===== config.mk =====
export PLATFORM = sky130hd
export DESIGN_NAME = battery_voltage_monitor_flat
export DESIGN_NICKNAME = d
export VERILOG_FILES = /design/src/sv/bvm_pkg.sv /design/src/sv/bvm_if.sv /design/src/sv/bvm_tick.sv /design/src/sv/bvm_lane.sv /design/src/sv/bvm_merge.sv /design/src/sv/battery_voltage_monitor.sv /design/src/flat_wrapper.sv
export SDC_FILE = /design/constraint.sdc
export NUM_CORES = 1
export LEC_CHECK = 0
export ABC_CLOCK_PERIOD_IN_PS = 5000
export BUFFER_PORTS_ARGS = -buffer_cell sky130_fd_sc_hd__clkbuf_2
export CAP_MARGIN = 25
export CORE_MARGIN = 2
export CORE_UTILIZATION = 55
export DETAILED_ROUTE_END_ITERATION = 12
export PLACE_DENSITY = 0.77
export REMOVE_ABC_BUFFERS = 1
export SKIP_CTS_REPAIR_TIMING = 1
export SYNTH_ARGS = -nofsm -noshare
export SYNTH_HDL_FRONTEND = slang
export SYNTH_HIERARCHICAL = 1
export SYNTH_SLANG_ARGS = --single-unit

===== constraint.sdc =====
create_clock -name clk -period 5 [get_ports clk]
set_input_delay 1.25 -clock clk [delete_from_list [all_inputs] [get_ports clk]]
set_output_delay 1.25 -clock clk [all_outputs]
set_load 0.01 [all_outputs]

===== src/sv/bvm_pkg.sv =====
`timescale 1ns / 1ps
// ----------------------------------------------------------------------------
// bvm_pkg
// Shared widths, constants and types of the battery voltage monitor.
// ----------------------------------------------------------------------------
package bvm_pkg;

	localparam int SAMPLE_W    = 10;
	localparam int NUM_SAMPLES = 8;
	localparam int NUM_LANES   = NUM_SAMPLES / 2;
	localparam int PAIR_W      = SAMPLE_W + 1;
	localparam int SUM_W       = SAMPLE_W + 3;
	localparam int AVG_SHIFT   = 3;
	localparam int PERIOD_W    = 8;
	localparam int CFG_IDX_W   = 1;
	localparam int VOLT_W      = 7;

	localparam int SCALE_W     = 11;
	localparam int SCALE_SHIFT = 10;
	localparam int PROD_W      = SAMPLE_W + SCALE_W;
	localparam int CV_W        = PROD_W - SCALE_SHIFT;
	localparam int RECIP_W     = 13;
	localparam int RECIP_SHIFT = 19;
	localparam int QP_W        = CV_W + RECIP_W;
	localparam int Q_W         = QP_W - RECIP_SHIFT;

	localparam logic [SCALE_W-1:0] SCALE          = SCALE_W'(1329);
	localparam logic [RECIP_W-1:0] RECIP_100      = RECIP_W'(5243);
	localparam logic [CV_W-1:0]    CENTS_PER_VOLT = CV_W'(100);

	localparam logic [PERIOD_W-1:0] REQUEST_PERIOD_RST = PERIOD_W'(6);
	localparam logic [PERIOD_W-1:0] IDLE_PERIOD_RST    = PERIOD_W'(50);

	localparam logic [CFG_IDX_W-1:0] REG_REQUEST_PERIOD = CFG_IDX_W'(0);
	localparam logic [CFG_IDX_W-1:0] REG_IDLE_PERIOD    = CFG_IDX_W'(1);

	typedef logic [SAMPLE_W-1:0] sample_t;
	typedef logic [PAIR_W-1:0]   pair_t;

	typedef struct packed {
		logic link_up;
		logic measured;
		logic invalid;
	} ctrl_t;

endpackage


===== src/sv/bvm_if.sv =====
`timescale 1ns / 1ps
// ----------------------------------------------------------------------------
// bvm_if
// Valid/ready channels for tick input and voltage result.
// ----------------------------------------------------------------------------
interface bvm_in_if;
	logic                  valid;
	logic                  ready;
	logic                  link_down;
	logic                  volt_request;
	logic [bvm_pkg::SAMPLE_W-1:0] sample_0;
	logic [bvm_pkg::SAMPLE_W-1:0] sample_1;
	logic [bvm_pkg::SAMPLE_W-1:0] sample_2;
	logic [bvm_pkg::SAMPLE_W-1:0] sample_3;
	logic [bvm_pkg::SAMPLE_W-1:0] sample_4;
	logic [bvm_pkg::SAMPLE_W-1:0] sample_5;
	logic [bvm_pkg::SAMPLE_W-1:0] sample_6;
	logic [bvm_pkg::SAMPLE_W-1:0] sample_7;
	logic                  samples_invalid;

	modport source (output valid, link_down, volt_request, sample_0, sample_1,
		sample_2, sample_3, sample_4, sample_5, sample_6, sample_7, samples_invalid,
		input ready);
	modport sink (input valid, link_down, volt_request, sample_0, sample_1,
		sample_2, sample_3, sample_4, sample_5, sample_6, sample_7, samples_invalid,
		output ready);
endinterface

interface bvm_out_if;
	logic                        valid;
	logic                        ready;
	logic                        link_up;
	logic [bvm_pkg::VOLT_W-1:0]  volts_whole;
	logic [bvm_pkg::VOLT_W-1:0]  volts_hundredths;
	logic                        measured;

	modport source (output valid, link_up, volts_whole, volts_hundredths, measured,
		input ready);
	modport sink (input valid, link_up, volts_whole, volts_hundredths, measured,
		output ready);
endinterface


===== src/sv/bvm_tick.sv =====
`timescale 1ns / 1ps
// ----------------------------------------------------------------------------
// bvm_tick
// Period registers and tick counter; flags the measuring ticks.
// ----------------------------------------------------------------------------
module bvm_tick (
	input  logic                              clk,
	input  logic                              arst_n,
	input  logic                              cfg_we,
	input  logic [bvm_pkg::CFG_IDX_W-1:0]     cfg_index,
	input  logic [bvm_pkg::PERIOD_W-1:0]      cfg_data,
	input  logic                              accept,
	input  logic                              volt_request,
	output logic                              measure
);

	logic [bvm_pkg::PERIOD_W-1:0] request_period_q;
	logic [bvm_pkg::PERIOD_W-1:0] idle_period_q;
	logic [bvm_pkg::PERIOD_W-1:0] tick_count_q;
	logic [bvm_pkg::PERIOD_W-1:0] count_next;
	logic [bvm_pkg::PERIOD_W-1:0] limit;

	assign count_next = tick_count_q + bvm_pkg::PERIOD_W'(1);
	assign limit      = volt_request ? request_period_q : idle_period_q;
	assign measure    = (count_next >= limit);

	always_ff @(posedge clk or negedge arst_n) begin
		if (!arst_n) begin
			request_period_q <= bvm_pkg::REQUEST_PERIOD_RST;
			idle_period_q    <= bvm_pkg::IDLE_PERIOD_RST;
		end else if (cfg_we) begin
			case (cfg_index)
				bvm_pkg::REG_REQUEST_PERIOD: request_period_q <= cfg_data;
				bvm_pkg::REG_IDLE_PERIOD:    idle_period_q    <= cfg_data;
				default: ;
			endcase
		end
	end

	always_ff @(posedge clk or negedge arst_n) begin
		if (!arst_n) begin
			tick_count_q <= '0;
		end else if (accept) begin
			tick_count_q <= measure ? '0 : count_next;
		end
	end

endmodule


===== src/sv/bvm_lane.sv =====
`timescale 1ns / 1ps
// ----------------------------------------------------------------------------
// bvm_lane
// One adder lane: registered sum of a pair of ADC samples.
// ----------------------------------------------------------------------------
module bvm_lane (
	input  logic             clk,
	input  logic             en,
	input  bvm_pkg::sample_t sample_a,
	input  bvm_pkg::sample_t sample_b,
	output bvm_pkg::pair_t   pair_s1
);

	always_ff @(posedge clk) begin
		if (en) begin
			pair_s1 <= bvm_pkg::PAIR_W'(sample_a) + bvm_pkg::PAIR_W'(sample_b);
		end
	end

endmodule


===== src/sv/bvm_merge.sv =====
`timescale 1ns / 1ps
// ----------------------------------------------------------------------------
// bvm_merge
// Combines lane sums, scales to centivolts, splits volts and hundredths
// and holds the last reading in the output register.
// ----------------------------------------------------------------------------
module bvm_merge (
	input  logic                  clk,
	input  logic                  arst_n,
	input  logic                  in_valid,
	output logic                  in_ready,
	input  bvm_pkg::ctrl_t        ctrl_s0,
	input  bvm_pkg::pair_t        pair_s1 [bvm_pkg::NUM_LANES],
	bvm_out_if.source             result_out
);

	logic                            v_s1, v_s2, v_s3, v_s4, v_q;
	logic                            rdy_s1, rdy_s2, rdy_s3, rdy_s4, rdy_q;
	bvm_pkg::ctrl_t                  ctrl_s1, ctrl_s2, ctrl_s3, ctrl_s4;
	logic [bvm_pkg::SUM_W-1:0]       total;
	logic [bvm_pkg::SAMPLE_W-1:0]    avg_s2;
	logic [bvm_pkg::PROD_W-1:0]      prod_s3;
	logic [bvm_pkg::CV_W-1:0]        cv_next;
	logic [bvm_pkg::CV_W-1:0]        cv_s4;
	logic [bvm_pkg::QP_W-1:0]        qp_s4;
	logic [bvm_pkg::Q_W-1:0]         whole;
	logic [bvm_pkg::CV_W-1:0]        hundredths;
	logic                            link_q, measured_q;
	logic [bvm_pkg::VOLT_W-1:0]      whole_q, hund_q;

	assign rdy_q    = !v_q || result_out.ready;
	assign rdy_s4   = !v_s4 || rdy_q;
	assign rdy_s3   = !v_s3 || rdy_s4;
	assign rdy_s2   = !v_s2 || rdy_s3;
	assign rdy_s1   = !v_s1 || rdy_s2;
	assign in_ready = rdy_s1;

	always_comb begin
		total = '0;
		for (int i = 0; i < bvm_pkg::NUM_LANES; i++) begin
			total = total + bvm_pkg::SUM_W'(pair_s1[i]);
		end
	end

	assign cv_next    = ctrl_s3.invalid ? '0 : prod_s3[bvm_pkg::PROD_W-1:bvm_pkg::SCALE_SHIFT];
	assign whole      = qp_s4[bvm_pkg::QP_W-1:bvm_pkg::RECIP_SHIFT];
	assign hundredths = cv_s4 - bvm_pkg::CV_W'(whole) * bvm_pkg::CENTS_PER_VOLT;

	always_ff @(posedge clk or negedge arst_n) begin
		if (!arst_n) begin
			v_s1 <= 1'b0;
			v_s2 <= 1'b0;
			v_s3 <= 1'b0;
			v_s4 <= 1'b0;
		end else begin
			if (rdy_s1) v_s1 <= in_valid;
			if (rdy_s2) v_s2 <= v_s1;
			if (rdy_s3) v_s3 <= v_s2;
			if (rdy_s4) v_s4 <= v_s3;
		end
	end

	always_ff @(posedge clk) begin
		if (rdy_s1 && in_valid) begin
			ctrl_s1 <= ctrl_s0;
		end
		if (rdy_s2 && v_s1) begin
			ctrl_s2 <= ctrl_s1;
			avg_s2  <= total[bvm_pkg::SUM_W-1:bvm_pkg::AVG_SHIFT];
		end
		if (rdy_s3 && v_s2) begin
			ctrl_s3 <= ctrl_s2;
			prod_s3 <= bvm_pkg::PROD_W'(avg_s2) * bvm_pkg::PROD_W'(bvm_pkg::SCALE);
		end
		if (rdy_s4 && v_s3) begin
			ctrl_s4 <= ctrl_s3;
			cv_s4   <= cv_next;
			qp_s4   <= bvm_pkg::QP_W'(cv_next) * bvm_pkg::QP_W'(bvm_pkg::RECIP_100);
		end
	end

	// output register doubles as the held reading
	always_ff @(posedge clk or negedge arst_n) begin
		if (!arst_n) begin
			v_q        <= 1'b0;
			link_q     <= 1'b0;
			measured_q <= 1'b0;
			whole_q    <= '0;
			hund_q     <= '0;
		end else if (rdy_q) begin
			v_q <= v_s4;
			if (v_s4) begin
				link_q     <= ctrl_s4.link_up;
				measured_q <= ctrl_s4.measured;
				if (ctrl_s4.measured) begin
					whole_q <= bvm_pkg::VOLT_W'(whole);
					hund_q  <= hundredths[bvm_pkg::VOLT_W-1:0];
				end
			end
		end
	end

	assign result_out.valid            = v_q;
	assign result_out.link_up          = link_q;
	assign result_out.measured         = measured_q;
	assign result_out.volts_whole      = whole_q;
	assign result_out.volts_hundredths = hund_q;

endmodule


===== src/sv/battery_voltage_monitor.sv =====
`timescale 1ns / 1ps
// ----------------------------------------------------------------------------
// battery_voltage_monitor
// Periodic battery voltage measurement with link status.
// ----------------------------------------------------------------------------
// tick_in carries one update tick per transaction: link and request flags,
// eight ADC samples and a failed-conversion flag. result_out returns one
// transaction per tick: link state, held volts and hundredths, and whether
// that tick measured.
// the period registers are written through cfg_we / cfg_index / cfg_data,
// by the user only while no tick is in flight; the block does not check it.
// a new tick is taken every cycle unless the pipe stalls. four adder lanes
// sum sample pairs, then a merge pipe adds, scales and splits the value;
// the tick counter updates at acceptance. reset clears the counter and the
// held reading and loads the periods with 6 and 50. when the receiver
// stalls, results stay in the output register and the pipe keeps taking
// ticks until every stage is full.
// ----------------------------------------------------------------------------
module battery_voltage_monitor (
	input  logic                            clk,
	input  logic                            arst_n,
	input  logic                            cfg_we,
	input  logic [bvm_pkg::CFG_IDX_W-1:0]   cfg_index,
	input  logic [bvm_pkg::PERIOD_W-1:0]    cfg_data,
	bvm_in_if.sink                          tick_in,
	bvm_out_if.source                       result_out
);

	logic             accept;
	logic             measure;
	logic             ready;
	bvm_pkg::ctrl_t   ctrl_s0;
	bvm_pkg::sample_t samples [bvm_pkg::NUM_SAMPLES];
	bvm_pkg::pair_t   pair_s1 [bvm_pkg::NUM_LANES];

	assign tick_in.ready = ready;
	assign accept        = tick_in.valid && ready;

	assign samples[0] = tick_in.sample_0;
	assign samples[1] = tick_in.sample_1;
	assign samples[2] = tick_in.sample_2;
	assign samples[3] = tick_in.sample_3;
	assign samples[4] = tick_in.sample_4;
	assign samples[5] = tick_in.sample_5;
	assign samples[6] = tick_in.sample_6;
	assign samples[7] = tick_in.sample_7;

	bvm_tick u_tick (
		.clk          (clk),
		.arst_n       (arst_n),
		.cfg_we       (cfg_we),
		.cfg_index    (cfg_index),
		.cfg_data     (cfg_data),
		.accept       (accept),
		.volt_request (tick_in.volt_request),
		.measure      (measure)
	);

	for (genvar g = 0; g < bvm_pkg::NUM_LANES; g++) begin : g_lane
		bvm_lane u_lane (
			.clk      (clk),
			.en       (accept),
			.sample_a (samples[2*g]),
			.sample_b (samples[2*g+1]),
			.pair_s1  (pair_s1[g])
		);
	end

	assign ctrl_s0.link_up  = !tick_in.link_down;
	assign ctrl_s0.measured = measure;
	assign ctrl_s0.invalid  = tick_in.samples_invalid;

	bvm_merge u_merge (
		.clk        (clk),
		.arst_n     (arst_n),
		.in_valid   (tick_in.valid),
		.in_ready   (ready),
		.ctrl_s0    (ctrl_s0),
		.pair_s1    (pair_s1),
		.result_out (result_out)
	);

endmodule

===== src/flat_wrapper.sv =====
// flat-port wrapper written by rule: the top's interface ports become plain ports
module battery_voltage_monitor_flat 
  (clk, arst_n, cfg_we, cfg_index, cfg_data, tick_in_valid, tick_in_link_down, tick_in_volt_request, tick_in_sample_0, tick_in_sample_1, tick_in_sample_2, tick_in_sample_3, tick_in_sample_4, tick_in_sample_5, tick_in_sample_6, tick_in_sample_7, tick_in_samples_invalid, tick_in_ready, result_out_valid, result_out_link_up, result_out_volts_whole, result_out_volts_hundredths, result_out_measured, result_out_ready);
  bvm_in_if tick_in_i ();
  bvm_out_if result_out_i ();
  input  logic clk;
  input  logic arst_n;
  input  logic cfg_we;
  input  logic [bvm_pkg::CFG_IDX_W-1:0] cfg_index;
  input  logic [bvm_pkg::PERIOD_W-1:0] cfg_data;
  input wire logic [$bits(tick_in_i.valid)-1:0] tick_in_valid;
  input wire logic [$bits(tick_in_i.link_down)-1:0] tick_in_link_down;
  input wire logic [$bits(tick_in_i.volt_request)-1:0] tick_in_volt_request;
  input wire logic [$bits(tick_in_i.sample_0)-1:0] tick_in_sample_0;
  input wire logic [$bits(tick_in_i.sample_1)-1:0] tick_in_sample_1;
  input wire logic [$bits(tick_in_i.sample_2)-1:0] tick_in_sample_2;
  input wire logic [$bits(tick_in_i.sample_3)-1:0] tick_in_sample_3;
  input wire logic [$bits(tick_in_i.sample_4)-1:0] tick_in_sample_4;
  input wire logic [$bits(tick_in_i.sample_5)-1:0] tick_in_sample_5;
  input wire logic [$bits(tick_in_i.sample_6)-1:0] tick_in_sample_6;
  input wire logic [$bits(tick_in_i.sample_7)-1:0] tick_in_sample_7;
  input wire logic [$bits(tick_in_i.samples_invalid)-1:0] tick_in_samples_invalid;
  output wire logic [$bits(tick_in_i.ready)-1:0] tick_in_ready;
  output wire logic [$bits(result_out_i.valid)-1:0] result_out_valid;
  output wire logic [$bits(result_out_i.link_up)-1:0] result_out_link_up;
  output wire logic [$bits(result_out_i.volts_whole)-1:0] result_out_volts_whole;
  output wire logic [$bits(result_out_i.volts_hundredths)-1:0] result_out_volts_hundredths;
  output wire logic [$bits(result_out_i.measured)-1:0] result_out_measured;
  input wire logic [$bits(result_out_i.ready)-1:0] result_out_ready;
  assign tick_in_i.valid = tick_in_valid;
  assign tick_in_i.link_down = tick_in_link_down;
  assign tick_in_i.volt_request = tick_in_volt_request;
  assign tick_in_i.sample_0 = tick_in_sample_0;
  assign tick_in_i.sample_1 = tick_in_sample_1;
  assign tick_in_i.sample_2 = tick_in_sample_2;
  assign tick_in_i.sample_3 = tick_in_sample_3;
  assign tick_in_i.sample_4 = tick_in_sample_4;
  assign tick_in_i.sample_5 = tick_in_sample_5;
  assign tick_in_i.sample_6 = tick_in_sample_6;
  assign tick_in_i.sample_7 = tick_in_sample_7;
  assign tick_in_i.samples_invalid = tick_in_samples_invalid;
  assign tick_in_ready = tick_in_i.ready;
  assign result_out_valid = result_out_i.valid;
  assign result_out_link_up = result_out_i.link_up;
  assign result_out_volts_whole = result_out_i.volts_whole;
  assign result_out_volts_hundredths = result_out_i.volts_hundredths;
  assign result_out_measured = result_out_i.measured;
  assign result_out_i.ready = result_out_ready;
  battery_voltage_monitor u_core (.clk(clk), .arst_n(arst_n), .cfg_we(cfg_we), .cfg_index(cfg_index), .cfg_data(cfg_data), .tick_in(tick_in_i), .result_out(result_out_i));
endmodule

Yosys cells after proc, flatten, opt, wreduce, memory -nomap -nowiden. Cells that the tools add are included.

Add/subtract/negate cells: 9. $lt $le $gt $ge: 1. Bitwise gates (word level): 1. Multiply operators: 3. Reductions and logical operators: 19. Muxes and demuxes: 3.

Operators with widths (number): $add A10 B10 Y11 (4); $mul A11 B13 Y24 const B (1); $mul A10 B11 Y21 const B (1); $mux W8 (2); $add A12 B11 Y13 (1); $add A13 B11 Y13 (1); $add A11 B11 Y12 (1); $mux W11 (1); $add A8 B1 Y8 const B (1); $ge A8 B8 Y1 (1); $sub A7 B7 Y7 (1); $logic_not A1 Y1 (6); $reduce_and A2 Y1 (3); $logic_or A1 B1 Y1 (5); $mul A5 B4 Y5 const B (1); $logic_and A1 B1 Y1 (4); $reduce_and A3 Y1 (1); $not A1 Y1 (1).

Flip-flop bits (word level): 160. Output and inout port bits: 18. Bits of input ports: 97.

Depth between registers and ports, before layout. Gate-level depths: netlist of the first run.

Depth in word-level cells: 7. Depth in mapped cells: 19. Gate-level depth less buffers: 19.

Modules after synthesis. The synthesis of the first run kept the hierarchy.

Modules (own cells, without submodules): bvm_merge (sequential area each 1796.7 um2, cells each 712, instances 1, area an instance 7394.6 um2); bvm_lane (u_core.g_lane[0].u_lane ...) (sequential area each 330.3 um2, cells each 65, instances 3, area an instance 758.2 um2); bvm_tick (sequential area each 606.8 um2, cells each 114, instances 1, area an instance 1326.3 um2); bvm_lane (u_core.g_lane[3].u_lane) (sequential area each 330.3 um2, cells each 64, instances 1, area an instance 747.0 um2); battery_voltage_monitor (sequential area each 0.0 um2, cells each 2, instances 1, area an instance 10.0 um2).

Worst setup path before layout of the first run. No wires, ideal clock.

Path type: register to register. From: register u_core/u_merge/ctrl_s3[0] (netlist bit). To: register u_core/u_merge/qp_s4[23] (netlist bit), data pin. Path buffers: 1. Setup time: 273 ps. Path slack: -554 ps. Arrival: 5281 ps. Required time: 4727 ps. Cell stages (with the launch flop): 17. Path through: edfxtp_1 -> clkbuf_1 -> nor2b_1 -> inv_1 -> fa_1 -> fa_1 -> fa_1 -> inv_1 -> fa_1 -> fa_1 -> ha_1 -> nor4_1 -> o21ai_1 -> or3_1 -> a2111o_1 -> a2111oi_4 -> a211oi_2.

Cells in the longest elaborated chain, start to end: 2.

RTL lines: start, declared (RTL line bvm_merge.sv:19) `bvm_pkg::ctrl_t ctrl_s1, ctrl_s2, ctrl_s3, ctrl_s4;`; start signal, assigned (RTL line bvm_merge.sv:72) `ctrl_s3 <= ctrl_s2;`; $mux W11 (RTL line bvm_merge.sv:45) `assign cv_next = ctrl_s3.invalid ? '0 : prod_s3[bvm_pkg::PROD_W-1:bvm_pkg::SCALE_SHIFT];`; named net u_core.u_merge.cv_next (one bit) (RTL line bvm_merge.sv:23) `logic [bvm_pkg::CV_W-1:0] cv_next;`; $mul A11 B13 Y24 (RTL line bvm_merge.sv:78) `qp_s4 <= bvm_pkg::QP_W'(cv_next) * bvm_pkg::QP_W'(bvm_pkg::RECIP_100);`; end signal, assigned (RTL line bvm_merge.sv:78); end, declared (RTL line bvm_merge.sv:25) `logic [bvm_pkg::QP_W-1:0] qp_s4;`.

The timed path passes the listed nets, and every way through them passes these cells. A chain may end at the register's enable or synchronous reset.

Worst setup path in the final report of the first run. Same ends and word-level chain as after synthesis.

==> flow_summary.yaml, run 1 <==
outcome:
  status: "complete, but fails checks"
  violations: "negative setup slack"
floorplan:
  die_x_um: 150
  ios: 115
  fp.dieH_um: 150
  core_um2: 21000
  initial_core_util_pct: 55.9
  dieArea_um2: 22600
  rows: 53
drt:
  vias: 8142
  wl_per_cell_um: 14.5
  vias_per_cell: 5.30
  post-route-drc-count: 0
  finalWirelength_um: 22300
  drtPass1Iterations: 5
  first_iter_violations: 316
  antenna_left: 0
layout:
  stdcell_count: 1536
  fin_nets: 1628
  syn2layout_area_growth_pct: 16.4
  diodes: 0
  nFillCells: 1564
  drive_gt1_share_pct: 21.0
logic_synthesis:
  synth-seq-cells: 131
  syn_inst: 1087
  synthDistinctLibCells: 62
  ys_seq_area_share_pct: 31.7
  synth_edf_count: 88
  yosysTopAreaCell: "ha_1"
  ys.flop_type: "edfxtp_1"
  ys_warn_count: 6
  avgSynthCellArea_um2: 10.8
  async_flop_share_pct: 32.8
  syn_area_um2: 11800
  yosys-top-cells-area: "ha_1 (23%), edfxtp_1 (22%), fa_1 (12%)"
  yosysTopAreaCellShare_pct: 22.9
global_route:
  grt_pass1_wl_um: 36900
  grt_pass1_vias: 8308
  grt_max_degree: 48
  grtUsageTotal_pct: 20.7
  antenna_found_initial: 0
  overflow: 0
worst_setup_path:
  critPathKind: "flip-flop to flip-flop"
  reg2reg_to: "u_core/u_merge/qp_s4[23]$_DFFE_PP_"
  cp_data_required_time_ns: 5.16
  crit_chain: "nor2b_1 > inv_1 > fa_2 > fa_2 > fa_1 > inv_1 > fa_1 > fa_1 > ha_2 > nor4_1 > o21ai_1 > or3_4 > a2111o_1 > a2111oi_4 > a211oi_2"
  start_kind: "flip-flop"
  r2r_cells: 15
  endpoint_kind: "flip-flop"
  worstPathMaxFanout: 5
  path_delay_family: "adder cells"
  critPathSlowestCell: "fa_2"
  r2r-start: "u_core/u_merge/ctrl_s3[0]$_DFFE_PP_"
  crit_path_frequent_cell: "fa_1"
  max_stage_delay_ns: 0.60
  path_buf_inv: 2
  r2r_slack_ns: -0.35
  crit_cells: 15
  arrival_ns: 5.51
clocking:
  clkSinkCount: 131
  cts_tree: "built"
  clock_path_buffers: 2
  cts_root_buf: "clkbuf_16"
  clk-insertion-delay-late_ns: 0.43
  path_clk_slew_ns: 0.06
  cts_buffers: 17
  cts-htree-levels: 4
timing:
  fin_crit_ns: 5.35
  relSlewSlack_pct: 49.9
  clock.fmax_mhz: 187
  setup_viol: 3
  hold_viol: 0
  fin_crit_sh_pct: 107
  skew_ns: 0.0161
  worst_pin_slew_ns: 0.749
  rsz0062_at_grt: "true"
  worst_slack_ns: -0.354
  finalMaxSlewViolations: 0
place:
  dp_hpwl_um: 17900
  place_congestion: 0.836
  dpl.cell_count: 1501
  portBuffers: 112
hold_path:
  hp-start: "u_core/u_merge/ctrl_s1[0]$_DFFE_PP_"
  hold_path_depth: 0
  hold_path_end: "u_core/u_merge/ctrl_s2[0]$_DFFE_PP_"
  min_path_type: "flip-flop to flip-flop"
job:
  cap_viol_max_count: 0
## stage by stage
stage / hold WS (ns) / area [um2] / util [%] / worst slack (ns) / TNS (ns)
5_1_grt: 0.427 / 13700 / 65.1 / -0.470 / -1.45
6_report: 0.421 / 13700 / 65.1 / -0.354 / -0.951
3_5_place_dp: 0.410 / 12900 / 61.3 / -0.481 / -1.18
2_1_floorplan: 0.400 / 11700 / - / -0.487 / -1.24
3_3_place_gp: 0.402 / 12900 / 61.2 / -0.411 / -0.985
4_1_cts: 0.425 / 13500 / 64.2 / -0.506 / -1.29
## routing by layer
layer	track usage [%]	routed length, um	up-vias
li1	-	-	4068
met3	3.61	702	35
met5	0	0	-
met2	38.7	11900	179
met4	7.88	550	0
met1	23.4	9220	3860
## cell type report
| type | count | area [um2] | area share, % |
|---|---|---|---|
| clock inverter | 13 | 146 | 1.07 |
| timing repair buffer | 149 | 862 | 6.30 |
| inverter | 198 | 743 | 5.43 |
| multi-input combinational | 751 | 7400 | 54.1 |
| clock buffer | 19 | 454 | 3.32 |
| tap | 275 | 344 | 2.52 |
| sequential | 131 | 3720 | 27.2 |
## registers in the layout, indices dropped and copies added (netlist names), 2 cells and up
signal                                      cells
u_core/g_lane.u_lane/pair_s1                   44
u_core/u_tick/tick_count_q                      8
u_core/u_merge/ctrl_s3                          3
u_core/u_merge/prod_s3                         11
u_core/u_merge/result_out.volts_whole           5
u_core/u_merge/ctrl_s2                          3
u_core/u_tick/request_period_q                  8
u_core/u_merge/qp_s4                            5
u_core/u_merge/ctrl_s4                          2
u_core/u_merge/avg_s2                          10
u_core/u_tick/idle_period_q                     8
u_core/u_merge/result_out.volts_hundredths      7
u_core/u_merge/ctrl_s1                          3
u_core/u_merge/cv_s4                            7
## worst max-delay path by stage
stage	from	end	slack [ns]
floorplan	u_core/u_merge/ctrl_s3[0]$_DFFE_PP_	u_core/u_merge/qp_s4[23]$_DFFE_PP_	-0.49
global placement	u_core/u_merge/ctrl_s3[0]$_DFFE_PP_	u_core/u_merge/qp_s4[23]$_DFFE_PP_	-0.41
detailed placement	u_core/u_merge/ctrl_s3[0]$_DFFE_PP_	u_core/u_merge/qp_s4[23]$_DFFE_PP_	-0.48
CTS	u_core/u_merge/ctrl_s3[0]$_DFFE_PP_	u_core/u_merge/qp_s4[23]$_DFFE_PP_	-0.51
global route	u_core/u_merge/ctrl_s3[0]$_DFFE_PP_	u_core/u_merge/qp_s4[23]$_DFFE_PP_	-0.47
finish	u_core/u_merge/ctrl_s3[0]$_DFFE_PP_	u_core/u_merge/qp_s4[23]$_DFFE_PP_	-0.35
## worst register-to-register path, stage by stage (launching register included)
cell,delay (ns)
edfxtp_1,0.50
nor2b_1,0.21
inv_1,0.10
fa_2,0.60
fa_2,0.43
fa_1,0.51
inv_1,0.06
fa_1,0.55
fa_1,0.42
ha_2,0.19
nor4_1,0.17
o21ai_1,0.11
or3_4,0.35
a2111o_1,0.49
a2111oi_4,0.33
a211oi_2,0.06
## cells in the final DEF (no fill, tap or decap), drive strengths merged, types with 6 or more instances in the layout
cell type / Yosys / layout
a211oi: 11 / 11
a21o: 24 / 24
a21oi: 50 / 50
a31oi: 7 / 7
and2: 13 / 13
and3: 20 / 20
buf: 4 / 37
clkbuf: 4 / 131
dfrtp: 38 / 38
edfxtp: 88 / 88
fa: 68 / 68
ha: 215 / 215
inv: 198 / 204
mux2: 23 / 23
mux2i: 8 / 8
nand2: 45 / 45
nand2b: 22 / 22
nand3: 17 / 17
nor2: 28 / 28
nor2b: 16 / 16
nor3: 9 / 9
o21a: 13 / 13
o21ai: 31 / 31
or2: 6 / 6
xnor2: 52 / 52
xor2: 21 / 21
## Yosys cell counts, drive strengths merged (2+ instances only)
master and number:
ha 215, inv 198, edfxtp 88, fa 68, xnor2 52, a21oi 50, nand2 45, dfrtp 38
o21ai 31, nor2 28, a21o 24, mux2 23, nand2b 22, xor2 21, and3 20, nand3 17
nor2b 16, and2 13, o21a 13, a211oi 11, nor3 9, mux2i 8, a31oi 7, or2 6
a31o 5, dfstp 5, o22ai 5, buf 4, clkbuf 4, o211ai 4, o21bai 4, o41ai 4
nand4 3, nor4 3, a2111o 2, a2111oi 2, o21ba 2, or3 2
## kinds of logic (layout without fill, tap and decap cells)
| group | Yosys count | count (layout) | synth area share (%) |
|---|---|---|---|
| AO/OA/AOI/OAI | 177 | 177 | 10.5 |
| adder cells (fa/ha/maj) | 283 | 283 | 34.5 |
| other | 1 | 2 | 0.0319 |
| XOR/XNOR | 73 | 73 | 5.50 |
| multiplexers | 31 | 31 | 2.89 |
| flip-flops | 131 | 131 | 31.7 |
| AND/OR/NAND/NOR | 185 | 185 | 8.21 |
| buffers and inverters | 206 | 379 | 6.66 |
Power of run 1 is left out: the tool's default activity adds up to more than one toggle a clock period on the data nets, which glitch-free logic cannot reach.
==> run 2, diff against run 1 <==
--- a/config.mk
+++ b/config.mk
@@ -9,3 +9,3 @@
 export BUFFER_PORTS_ARGS = -buffer_cell sky130_fd_sc_hd__clkbuf_2
-export CAP_MARGIN = 25
+export CAP_MARGIN = 20
 export CORE_MARGIN = 2
==> constraint.sdc (replaced) <==
create_clock -name clk -period 5 [get_ports clk]
set_input_delay 0.25 -clock clk [delete_from_list [all_inputs] [get_ports clk]]
set_output_delay 0.25 -clock clk [all_outputs]
set_load 0.1 [all_outputs]
==> flow_summary.yaml, run 2 (synthesis gave the netlist of run 1 again) <==
place:
  place_congestion: 0.836
  portBuffers: 112
  post_dp_cell_area_um2: 12900
  post-place-ws_ns: -0.489
  dp_hpwl_um: 18000
worst_setup_path:
  path_delay_family: "adder cells"
  crit_path_frequent_cell: "fa_1"
  crit_chain: "buf_6 > nand2b_4 > fa_1 > inv_1 > fa_1 > ha_4 > fa_1 > inv_1 > fa_1 > inv_1 > ha_1 > nand3_1 > nor3_1 > or3_4 > a2111o_1 > a2111oi_4 > a211oi_2"
  path_buf_inv: 4
  critPathKind: "flip-flop to flip-flop"
  cp_data_required_time_ns: 5.16
  max_stage_delay_ns: 0.56
  critPathSlowestCell: "fa_1"
  start_kind: "flip-flop"
  endpoint_kind: "flip-flop"
  worstPathMaxFanout: 5
  arrival_ns: 5.51
global_route:
  antenna_found_initial: 1
  overflow: 0
  grt_pass1_vias: 8297
  grtUsageTotal_pct: 20.7
  grt_max_degree: 61
  grt_pass1_wl_um: 37000
drt:
  wl_met1_um: 9030
  wl_met2_um: 12000
  post-route-drc-count: 0
  vias: 8068
  first_iter_violations: 326
  top_layer_used: "met5"
  vias_per_cell: 5.25
  drtPass1Iterations: 4
  antenna_left: 0
  wl_per_cell_um: 14.5
  wl_met3_um: 722
  finalWirelength_um: 22300
clocking:
  cts_buffers: 17
  cts_tree: "built"
  path_clk_slew_ns: 0.07
  clkSinkCount: 131
  cts_root_buf: "clkbuf_16"
  cts-htree-levels: 4
  clk-insertion-delay-late_ns: 0.43
  clock_path_buffers: 2
layout:
  drive_gt1_share_pct: 20.0
  syn2layout_area_growth_pct: 15.8
  multi_input_comb_area_um2: 7340
  final_common_cell: "ha_1"
  diodes: 0
  regMostFlops: "u_core/g_lane.u_lane/pair_s1"
  seq_area_um2: 3720
  final_cell_mix: "ha_1 (211), inv_1 (198), clkbuf_2 (112)"
  largest_register_ffs: 44
  fin_area_um2: 13600
  fin_nets: 1628
  utilization_pct: 64.7
  top_regs: "u_core/g_lane.u_lane/pair_s1 x44, u_core/u_merge/prod_s3 x11, u_core/u_merge/avg_s2 x10"
  nFillCells: 1631
floorplan:
  initial_core_util_pct: 55.9
  rows: 53
  ios: 115
  dieArea_um2: 22600
  core_um2: 21000
  die_x_um: 150
  fp.dieH_um: 150
timing:
  clock.fmax_mhz: 187
  setup_viol: 3
  rsz0062_at_grt: "true"
  worst_slack_ns: -0.349
  relSlewSlack_pct: 46.8
  holdWs_ns: 0.0385
  fin_crit_ns: 5.35
  hold_viol: 0
  skew_ns: 0.0129
  finalMaxSlewViolations: 0
  worst_pin_slew_ns: 0.795
  fin_crit_sh_pct: 107
job:
  cap_viol_max_count: 0
outcome:
  violations: "negative setup slack"
  status: "complete, but fails checks"
hold_path:
  min_path_type: "input pin to flip-flop"
run 2: path summary, 6_finish.rpt:
kind,startpoint,endpoint,slack [ns],depth (start not counted)
setup reg to reg,u_core/u_merge/ctrl_s3[0]$_DFFE_PP_,u_core/u_merge/qp_s4[23]$_DFFE_PP_,-0.35,17
hold / removal,tick_in_link_down,u_core/u_merge/ctrl_s1[2]$_DFFE_PP_,0.04,2
min in group asynchronous,arst_n,u_core/u_tick/request_period_q[0]$_DFFE_PN0P_,0.32,2
max in group asynchronous,arst_n,u_core/u_tick/idle_period_q[5]$_DFFE_PN1P_,4.11,3
hold reg to reg,u_core/u_merge/ctrl_s2[1]$_DFFE_PP_,u_core/u_merge/ctrl_s3[1]$_DFFE_PP_,0.42,0
setup / recovery,u_core/u_merge/ctrl_s3[0]$_DFFE_PP_,u_core/u_merge/qp_s4[23]$_DFFE_PP_,-0.35,17
run 2: area by class of cell:
type | count | share of cell area [%]
clock inverter | 14 | 1.23
tap | 275 | 2.53
timing repair buffer | 149 | 6.34
clock buffer | 18 | 3.15
sequential | 131 | 27.4
multi-input combinational | 751 | 53.9
inverter | 198 | 5.46
run 2: worst reg2reg max path, stage by stage (launching register included):
cell and delay [ns]:
edfxtp_1 0.48, buf_6 0.18, nand2b_4 0.14, fa_1 0.53, inv_1 0.08, fa_1 0.56
ha_4 0.22, fa_1 0.54, inv_1 0.06, fa_1 0.54, inv_1 0.05, ha_1 0.27
nand3_1 0.10, nor3_1 0.08, or3_4 0.38, a2111o_1 0.49, a2111oi_4 0.34, a211oi_2 0.06
run 2: per-layer routing:
| layer | GRT usage (%) | vias to the layer above |
|---|---|---|
| met1 | 23.0 | 3805 |
| li1 | - | 4057 |
| met4 | 8.21 | 2 |
| met2 | 39.2 | 166 |
| met5 | 0 | - |
| met3 | 3.45 | 38 |
run 2: stage by stage:
step                      TNS, ns  std cells
after global routing        -1.65       1536
after global placement     -0.979       1500
after CTS                   -1.30       1532
after floorplan             -1.24       1080
after detailed placement    -1.16       1500
final                      -0.903       1536
Power of run 2 is left out for the same reason.
==> run 3, diff against run 2 <==
==> constraint.sdc (replaced) <==
create_clock -name clk -period 5 [get_ports clk]
set_input_delay 0.75 -clock clk [delete_from_list [all_inputs] [get_ports clk]]
set_output_delay 0.75 -clock clk [all_outputs]
set_load 0.1 [all_outputs]
==> flow_summary.yaml, run 3 (synthesis gave the netlist of run 1 again) <==
clocking:
  clk-insertion-delay-late_ns: 0.43
  cts_tree: "built"
  cts_buffers: 17
  path_clk_slew_ns: 0.07
  cts-htree-levels: 4
  cts_root_buf: "clkbuf_16"
  clkSinkCount: 131
  clock_path_buffers: 2
layout:
  top_regs: "u_core/g_lane.u_lane/pair_s1 x44, u_core/u_merge/prod_s3 x11, u_core/u_merge/avg_s2 x10"
  fin_nets: 1626
  drive_gt1_share_pct: 20.0
  final_common_cell: "ha_1"
  nFillCells: 1633
  regMostFlops: "u_core/g_lane.u_lane/pair_s1"
  diodes: 0
  final_cell_mix: "ha_1 (211), inv_1 (198), clkbuf_2 (112)"
  syn2layout_area_growth_pct: 15.6
  largest_register_ffs: 44
timing:
  clock.fmax_mhz: 187
  skew_ns: 0.0124
  setup_viol: 3
  relSlewSlack_pct: 47.1
  hold_viol: 0
  fin_crit_sh_pct: 107
  worst_pin_slew_ns: 0.791
  finalMaxSlewViolations: 0
  fin_crit_ns: 5.35
  rsz0062_at_grt: "true"
  worst_slack_ns: -0.352
global_route:
  grt_pass1_vias: 8297
  grtUsageTotal_pct: 20.7
  overflow: 0
  grt_max_degree: 61
  antenna_found_initial: 1
  grt_pass1_wl_um: 37000
floorplan:
  ios: 115
  core_um2: 21000
  rows: 53
  fp.dieH_um: 150
  initial_core_util_pct: 55.9
  dieArea_um2: 22600
  die_x_um: 150
worst_setup_path:
  r2r_cells: 17
  r2r-start: "u_core/u_merge/ctrl_s3[0]$_DFFE_PP_"
  cp_data_required_time_ns: 5.16
  reg2reg_to: "u_core/u_merge/qp_s4[23]$_DFFE_PP_"
  crit_chain: "buf_6 > nand2b_4 > fa_1 > inv_1 > fa_1 > ha_4 > fa_1 > inv_1 > fa_1 > inv_1 > ha_1 > nand3_1 > nor3_1 > or3_4 > a2111o_1 > a2111oi_4 > a211oi_2"
  worstPathMaxFanout: 5
  r2r_slack_ns: -0.35
  endpoint_kind: "flip-flop"
  critPathSlowestCell: "fa_1"
  arrival_ns: 5.51
  critPathKind: "flip-flop to flip-flop"
  start_kind: "flip-flop"
  max_stage_delay_ns: 0.56
  crit_path_frequent_cell: "fa_1"
outcome:
  status: "complete, but fails checks"
  violations: "negative setup slack"
drt:
  vias: 8065
  first_iter_violations: 315
  post-route-drc-count: 0
  antenna_left: 0
  wl_per_cell_um: 14.6
  finalWirelength_um: 22300
  vias_per_cell: 5.26
  drtPass1Iterations: 4
place:
  portBuffers: 112
  post-place-ws_ns: -0.489
  dp_hpwl_um: 18000
  place_congestion: 0.836
hold_path:
  min_path_type: "input pin to asynchronous set/reset pin"
job:
  cap_viol_max_count: 0
[run 3: worst max-delay path by stage]
stage / slack, ns / start / cells past startpoint / to
after floorplan: -0.49 / u_core/u_merge/ctrl_s3[0]$_DFFE_PP_ / 15 / u_core/u_merge/qp_s4[23]$_DFFE_PP_
final: -0.35 / u_core/u_merge/ctrl_s3[0]$_DFFE_PP_ / 17 / u_core/u_merge/qp_s4[23]$_DFFE_PP_
after global routing: -0.54 / u_core/u_merge/ctrl_s3[0]$_DFFE_PP_ / 20 / u_core/u_merge/qp_s4[23]$_DFFE_PP_
after global placement: -0.41 / u_core/u_merge/ctrl_s3[0]$_DFFE_PP_ / 17 / u_core/u_merge/qp_s4[23]$_DFFE_PP_
after detailed placement: -0.49 / u_core/u_merge/ctrl_s3[0]$_DFFE_PP_ / 17 / u_core/u_merge/qp_s4[23]$_DFFE_PP_
after CTS: -0.53 / u_core/u_merge/ctrl_s3[0]$_DFFE_PP_ / 17 / u_core/u_merge/qp_s4[23]$_DFFE_PP_
[run 3: final cells by class]
type / instances / area, um2 / area share (%)
multi-input combinational: 751 / 7340 / 54.0
inverter: 198 / 743 / 5.47
clock inverter: 14 / 168 / 1.23
tap: 275 / 344 / 2.53
sequential: 131 / 3720 / 27.4
clock buffer: 18 / 429 / 3.16
timing repair buffer: 147 / 843 / 6.21
[run 3: critical path: cells and delay by family, from the launching register on]
family | cells | cell delay [ns]
AO/OA/AOI/OAI | 3 | 0.89
adder cells (fa/ha/maj) | 6 | 2.66
buffers and inverters | 4 | 0.36
flip-flops | 1 | 0.48
AND/OR/NAND/NOR | 4 | 0.70
[run 3: per-stage QoR]
| step | hold slack [ns] | utilization [%] | area (um2) | setup TNS (ns) | std cells |
|---|---|---|---|---|---|
| after CTS | 0.420 | 64.1 | 13500 | -1.30 | 1532 |
| final | 0.252 | 64.6 | 13600 | -0.907 | 1534 |
| after global placement | 0.402 | 61.2 | 12900 | -0.979 | 1500 |
| after global routing | 0.276 | 64.6 | 13600 | -1.65 | 1534 |
| after detailed placement | 0.405 | 61.2 | 12900 | -1.16 | 1500 |
| after floorplan | 0.400 | - | 11700 | -1.24 | 1080 |
[run 3: per-layer routing]
metal | share of wire (%) | vias to the layer above | track usage, % | wire length, um
met5 | 0.058 | - | 0 | 13
met4 | 2.7 | 2 | 8.21 | 600
met3 | 3.2 | 38 | 3.45 | 704
met2 | 54 | 169 | 39.2 | 12000
met1 | 40 | 3803 | 23.0 | 9020
li1 | - | 4053 | - | -
Power of run 3 is left out for the same reason.
